[src/hw/rtl/spcc_pkg.sv]
// Package: command, status and life state codes for the PIN/PUK command checker.
`timescale 1ns / 1ps

package spcc_pkg;

  // Widths of the command and response words
  localparam int BYTE_W    = 8;
  localparam int CODE_W    = 64;
  localparam int STORE_W   = 32;
  localparam int STATUS_W  = 3;
  localparam int TRIES_W   = 2;
  localparam int EXPLEN_W  = 5;

  typedef logic [BYTE_W-1:0]   byte_t;
  typedef logic [CODE_W-1:0]   code_t;
  typedef logic [STORE_W-1:0]  store_t;
  typedef logic [STATUS_W-1:0] status_t;
  typedef logic [TRIES_W-1:0]  tries_t;
  typedef logic [EXPLEN_W-1:0] explen_t;
  typedef logic [1:0]          life_t;

  // Class and instruction bytes
  localparam byte_t CLA_GSM     = 8'hA0;
  localparam byte_t INS_VERIFY  = 8'h20;
  localparam byte_t INS_CHANGE  = 8'h24;
  localparam byte_t INS_UNBLOCK = 8'h2C;
  localparam byte_t INS_SET_PUK = 8'h40;

  // ASCII digit range
  localparam byte_t ASCII_ZERO = 8'h30;
  localparam byte_t ASCII_NINE = 8'h39;

  // Response status codes
  localparam status_t RS_OK         = 3'd0;
  localparam status_t RS_WRONG_CODE = 3'd1;
  localparam status_t RS_WRONG_LEN  = 3'd2;
  localparam status_t RS_BAD_INS    = 3'd3;
  localparam status_t RS_BAD_DATA   = 3'd4;

  // Card life states
  localparam life_t ST_BLANK    = 2'd0;
  localparam life_t ST_LOCKED   = 2'd1;
  localparam life_t ST_UNLOCKED = 2'd2;
  localparam life_t ST_BLOCKED  = 2'd3;

endpackage

[src/hw/rtl/spcc_code_pack.sv]
// Code packer: ASCII code bytes to packed decimal nibbles with a digit check.
`timescale 1ns / 1ps

module spcc_code_pack import spcc_pkg::*; #(
  parameter int DIGITS = 8
) (
  input  code_t                 code,
  output logic [4*DIGITS-1:0]   digits,
  output logic                  ok
);

  // Each byte is checked on its own; a non-digit packs as zero
  always_comb begin
    byte_t b;
    ok     = 1'b1;
    digits = '0;
    for (int i = 0; i < DIGITS; i++) begin
      b = code[CODE_W-1-BYTE_W*i -: BYTE_W];
      if (b >= ASCII_ZERO && b <= ASCII_NINE) begin
        digits[4*(DIGITS-1-i) +: 4] = b[3:0];
      end else begin
        ok = 1'b0;
      end
    end
  end

endmodule

[config.mk]
export PLATFORM = sky130hd
export DESIGN_NAME = spcc_code_pack
export DESIGN_NICKNAME = d
export VERILOG_FILES = /design/src/hw/rtl/spcc_pkg.sv /design/src/hw/rtl/spcc_code_pack.sv
export SDC_FILE = /design/constraint.sdc
export NUM_CORES = 1
export LEC_CHECK = 0
export ABC_CLOCK_PERIOD_IN_PS = 800
export BUFFER_PORTS_ARGS = -buffer_cell sky130_fd_sc_hd__buf_2
export CAP_MARGIN = 20
export CORE_MARGIN = 1.5
export CORE_UTILIZATION = 23
export DETAILED_ROUTE_END_ITERATION = 12
export PLACE_DENSITY = 0.83
export SLEW_MARGIN = 15
export SYNTH_ARGS = -nofsm -noshare
export SYNTH_HDL_FRONTEND = slang
export SYNTH_SLANG_ARGS = --single-unit
[constraint.sdc]
create_clock -name vclk -period 0.8
set_input_delay 0 -clock vclk [all_inputs]
set_output_delay 0 -clock vclk [all_outputs]
set_load 0.01 [all_outputs]
* After elaboration in Yosys (flattened, before gate mapping) *
Cells that the tools add are included.

word-level totals
  bits in read-only memories = 0
  memory bits (writable) = 0
  bits of input ports = 64
  word-level logic and storage cells = 40
  output and inout port bits = 33
  memories = 0
  bits in registers = 0
  bits in latches = 0

operators by class
  $lt $le $gt $ge = 16
  muxes and demuxes = 16
  equality and inequality tests = 0
  div/mod/pow operators = 0
  $mul = 0
  add/subtract/negate cells = 0
  shifts and indexed selects = 0
  reductions and logical operators = 8
  bitwise operators = 0

operators by type and width
  kind                                                               number
  greater-or-equal comparator 8 x 6 -> 1 bit, second input constant  8
  less-or-equal comparator 8 x 6 -> 1 bit, second input constant     8
  2-to-1 mux 4 bit                                                   8
  logical AND 1 bit                                                  8
  2-to-1 mux 1 bit                                                   8

* Depth between registers and ports, before layout *
  word-level depth = 10
  mapped depth = 3
  mapped depth without buffers = 3

* Worst setup path before layout *
OpenSTA, ideal clock, no wires.

  kind = in2out
  start point = input code[14]
  end point = output ok
  path slack = 25 ps
  stages = 3
  arrival time = 775 ps
  buffers on the path = 0
  required time = 800 ps
  cell sequence = and4bb_1 > nand4_1 > nor4_2

on the way
  word-level cells in the longest chain between the ends = 4
  elaborated cells between the ends (all ways) = 5
  those cells by class = order compare: 2; mux: 2; reduce/logical: 1

ends and longest elaborated chain
  element                                                                                                       line                  text
  start, declared                                                                                               spcc_code_pack.sv:7   input code_t code,
  greater-or-equal comparator 8 x 6 -> 1 bit / less-or-equal comparator 8 x 6 -> 1 bit (equally long branches)  spcc_code_pack.sv:19  if (b >= ASCII_ZERO && b <= ASCII_NINE) begin
  logical AND 1 bit *                                                                                           spcc_code_pack.sv:19
  2-to-1 mux 1 bit * (2 in series)                                                                              spcc_code_pack.sv:19
  end, declared                                                                                                 spcc_code_pack.sv:9   output logic ok

Every way passes the cells marked *; elsewhere a longest branch is shown, timed or not.

* Worst setup path after layout *
  start point = input code[15]
  end point = output ok

Same word-level chain as after synthesis.

==> results.md <==
- The area of the mapped netlist is 408 µm².
- The routed design could run at a clock period as short as 965 ps.
- The DRC violations left is 0.
- The count of nets left with antenna violations once routing finished came out at 0.
- In this run, the number of DRC markers left after iteration 0 of detailed routing was 6.
- Registers take 0 µm².
- The startpoint of the worst setup timing path is code[15].
- The type of element capturing the critical path is an output pin.
- Data arrives at the worst endpoint at 960 ps.
- The total number of placement rows is 15.
- The worst min-delay path category is input port to output pin.
- In the layout the commonest cells are 85 x sky130_fd_sc_hd__buf_2, 22 x sky130_fd_sc_hd__and3_1, 13 x sky130_fd_sc_hd__buf_6, 12 x sky130_fd_sc_hd__buf_4, 6 x sky130_fd_sc_hd__and3_4.
- In the global route stage, overall resource usage came out at 16.6%.
- The filler cells instantiated in the layout total 142.
- The count of endpoints failing hold in the final timing report came to 0.
- Data on the critical path is required at its endpoint by 800 ps.
- Yosys attributes the largest share of cell area to sky130_fd_sc_hd__and3_1 43%, sky130_fd_sc_hd__and4bb_2 15%, sky130_fd_sc_hd__and4bb_1 9.2%.
- After the last flow step, the layout net total stands at 229.
- The top cell type by area accounts for 42.9% of the synthesized area.
- The maximum net fanout on the critical path is 2.
- In the final layout, the multi-input gates occupy 442 µm².
- The critical path ends at ok.
- Setup violations remaining at the end of the flow were counted as 1.
- The number of max-slew violations in the final report is 0.
- The critical path class is input port to output pin.
- Port buffering added 97 buffers.
- The Yosys step of the flow raised 0 warnings.
- The die width is 45.1 µm.
- Measured against its own limit, the worst slew margin works out to 85.1%.
- Yosys mapped the design onto 11 distinct sky130hd cell types.
- STA classifies the critical path startpoint as an input port.
- Setup repair after global routing could not meet its margin everywhere.
- The peak supply drop is 0.168 mV.
- For this block, the via count after detailed routing is 894.
- The largest net degree at the start of global routing is 6.
- When the netlist entered floorplanning its net count stood at 117.
- Dividing the detail-routed via count by the number of cells gives 4.97.
- For the pin with the worst max-slew slack, the measured transition is 221 ps.
- The number of diodes is 0.
- The floorplan step defined a core boundary enclosing 1690 µm².
- Setup slack on the critical path of the routed design comes to -165 ps.
- In the finished design, the share of the clock period the worst path needs comes to 121%.
- The sequential cell area fraction in the yosys report is 0%.
- The die covers 2030 µm².
- After legalization and detailed placement, the total HPWL measured 1650 µm.
- From bottom edge to top edge, the die measures 45.1 µm.
- Timing would allow up to 1040 MHz.
- The number of antenna violations at the first check in global routing is 0.
- The iteration count of the initial detailed-routing pass is 4.
- The wire length of the first global-routing pass is 2680 µm.
- In this run the most critical hold path is launched from code[48].
- The via count of the first global-routing pass is 761.
- After detailed routing, the average wire length per cell comes to 10.8 µm.
- The share of cells above drive strength 1 is 80.4%.
- The run finished, with violations left.
- The design has 0 sequential cells.
- The number of max-cap violations is 0.
- Summed over all cells, the static leakage comes to 0.748 nW.
- The average footprint of a synthesized cell is 7.70 µm².
- Wires add up to 1950 µm.
- The number of clock buffers in the layout is 0.
- The initial utilization of the core area, before any placement, comes to 24.1%.
- The cell count after synthesis came out at 53.
- 97 I/O pins were placed.
- The tightest hold margin is 312 ps.
- The final reports fail on negative setup slack.
- The overall overflow remaining after global route is 0.
- The most area-hungry cell type in the Yosys netlist is sky130_fd_sc_hd__and3_1.
- The post-route total power is 0.000343 W.
- Power spread over the standard cell area amounts to 305 nW/µm².
- The commonest non-fill, non-tap cell in the layout is sky130_fd_sc_hd__buf_2.
- The final weighted congestion in routability-driven placement is 0.711.
- The signed area change from the synthesized netlist to the final layout is 176%.
==> area by class of cell <==
type,count,area share (%)
multi-input cells,53,39.3
well taps,17,1.89
repair buffers,110,58.8
==> kinds of logic (layout without fill, tap and decap cells) <==
kind of cell / after synthesis / count (layout) / synth area share [%]
and+or+nand+nor: 45 / 45 / 85.6
AOI/OAI and AO/OA: 8 / 8 / 14.4
buffers and inverters: 0 / 110 / 0
==> per-stage QoR <==
step / instance area (µm²) / setup WS (ps) / setup TNS [ps] / utilization (%) / cells
2_1_floorplan: 408 / 24.8 / 0 / - / 53
3_3_place_gp: 997 / -233 / -233 / 59.0 / 178
5_1_grt: 1120 / -221 / -283 / 66.6 / 180
4_1_cts: 1020 / -185 / -185 / 60.7 / 180
3_5_place_dp: 997 / -230 / -313 / 59.0 / 178
6_report: 1120 / -165 / -165 / 66.6 / 180
==> how the worst min path moves through the flow <==
stage / endpoint / slack (ps) / cells past startpoint
after CTS: digits[24] / 310 / 3
after detailed placement: digits[24] / 310 / 3
after global routing: digits[24] / 320 / 3
final: digits[24] / 310 / 3
after global placement: digits[8] / 310 / 3
after floorplan: digits[0] / 150 / 1
==> synth_stat cells, drive strengths merged <==
library cell	count
and3	32
o21ai	8
nor4	1
nand4	4
and4bb	8
==> report_power, final <==
group	switching, W	internal (W)
combinational	0.000127	0.000216
clock	0	0
sequential	0	0
==> what timing repair did <==
action | 4_1_cts | 5_1_grt
resized for setup | 3 | 20
buffers inserted | 2 | 0
endpoints found under the setup margin | 5 | 18
hold buffers | 0 | 0
pin swaps | 7 | 8
==> critical path, cell delays in order <==
cell	delay [ps]
sky130_fd_sc_hd__buf_2	90
sky130_fd_sc_hd__and4bb_1	280
sky130_fd_sc_hd__nand4_1	120
sky130_fd_sc_hd__nor4_2	300
sky130_fd_sc_hd__buf_2	170
==> routing by layer <==
metal  vias up  GRT usage [%]  wire length, µm
met5         -              0                0
met4         0           2.35                0
met3         0          0.800              170
met2        52           37.1             1120
met1       393           15.9              658
li1        449              -                -
(Power assumes the default switching activity.)
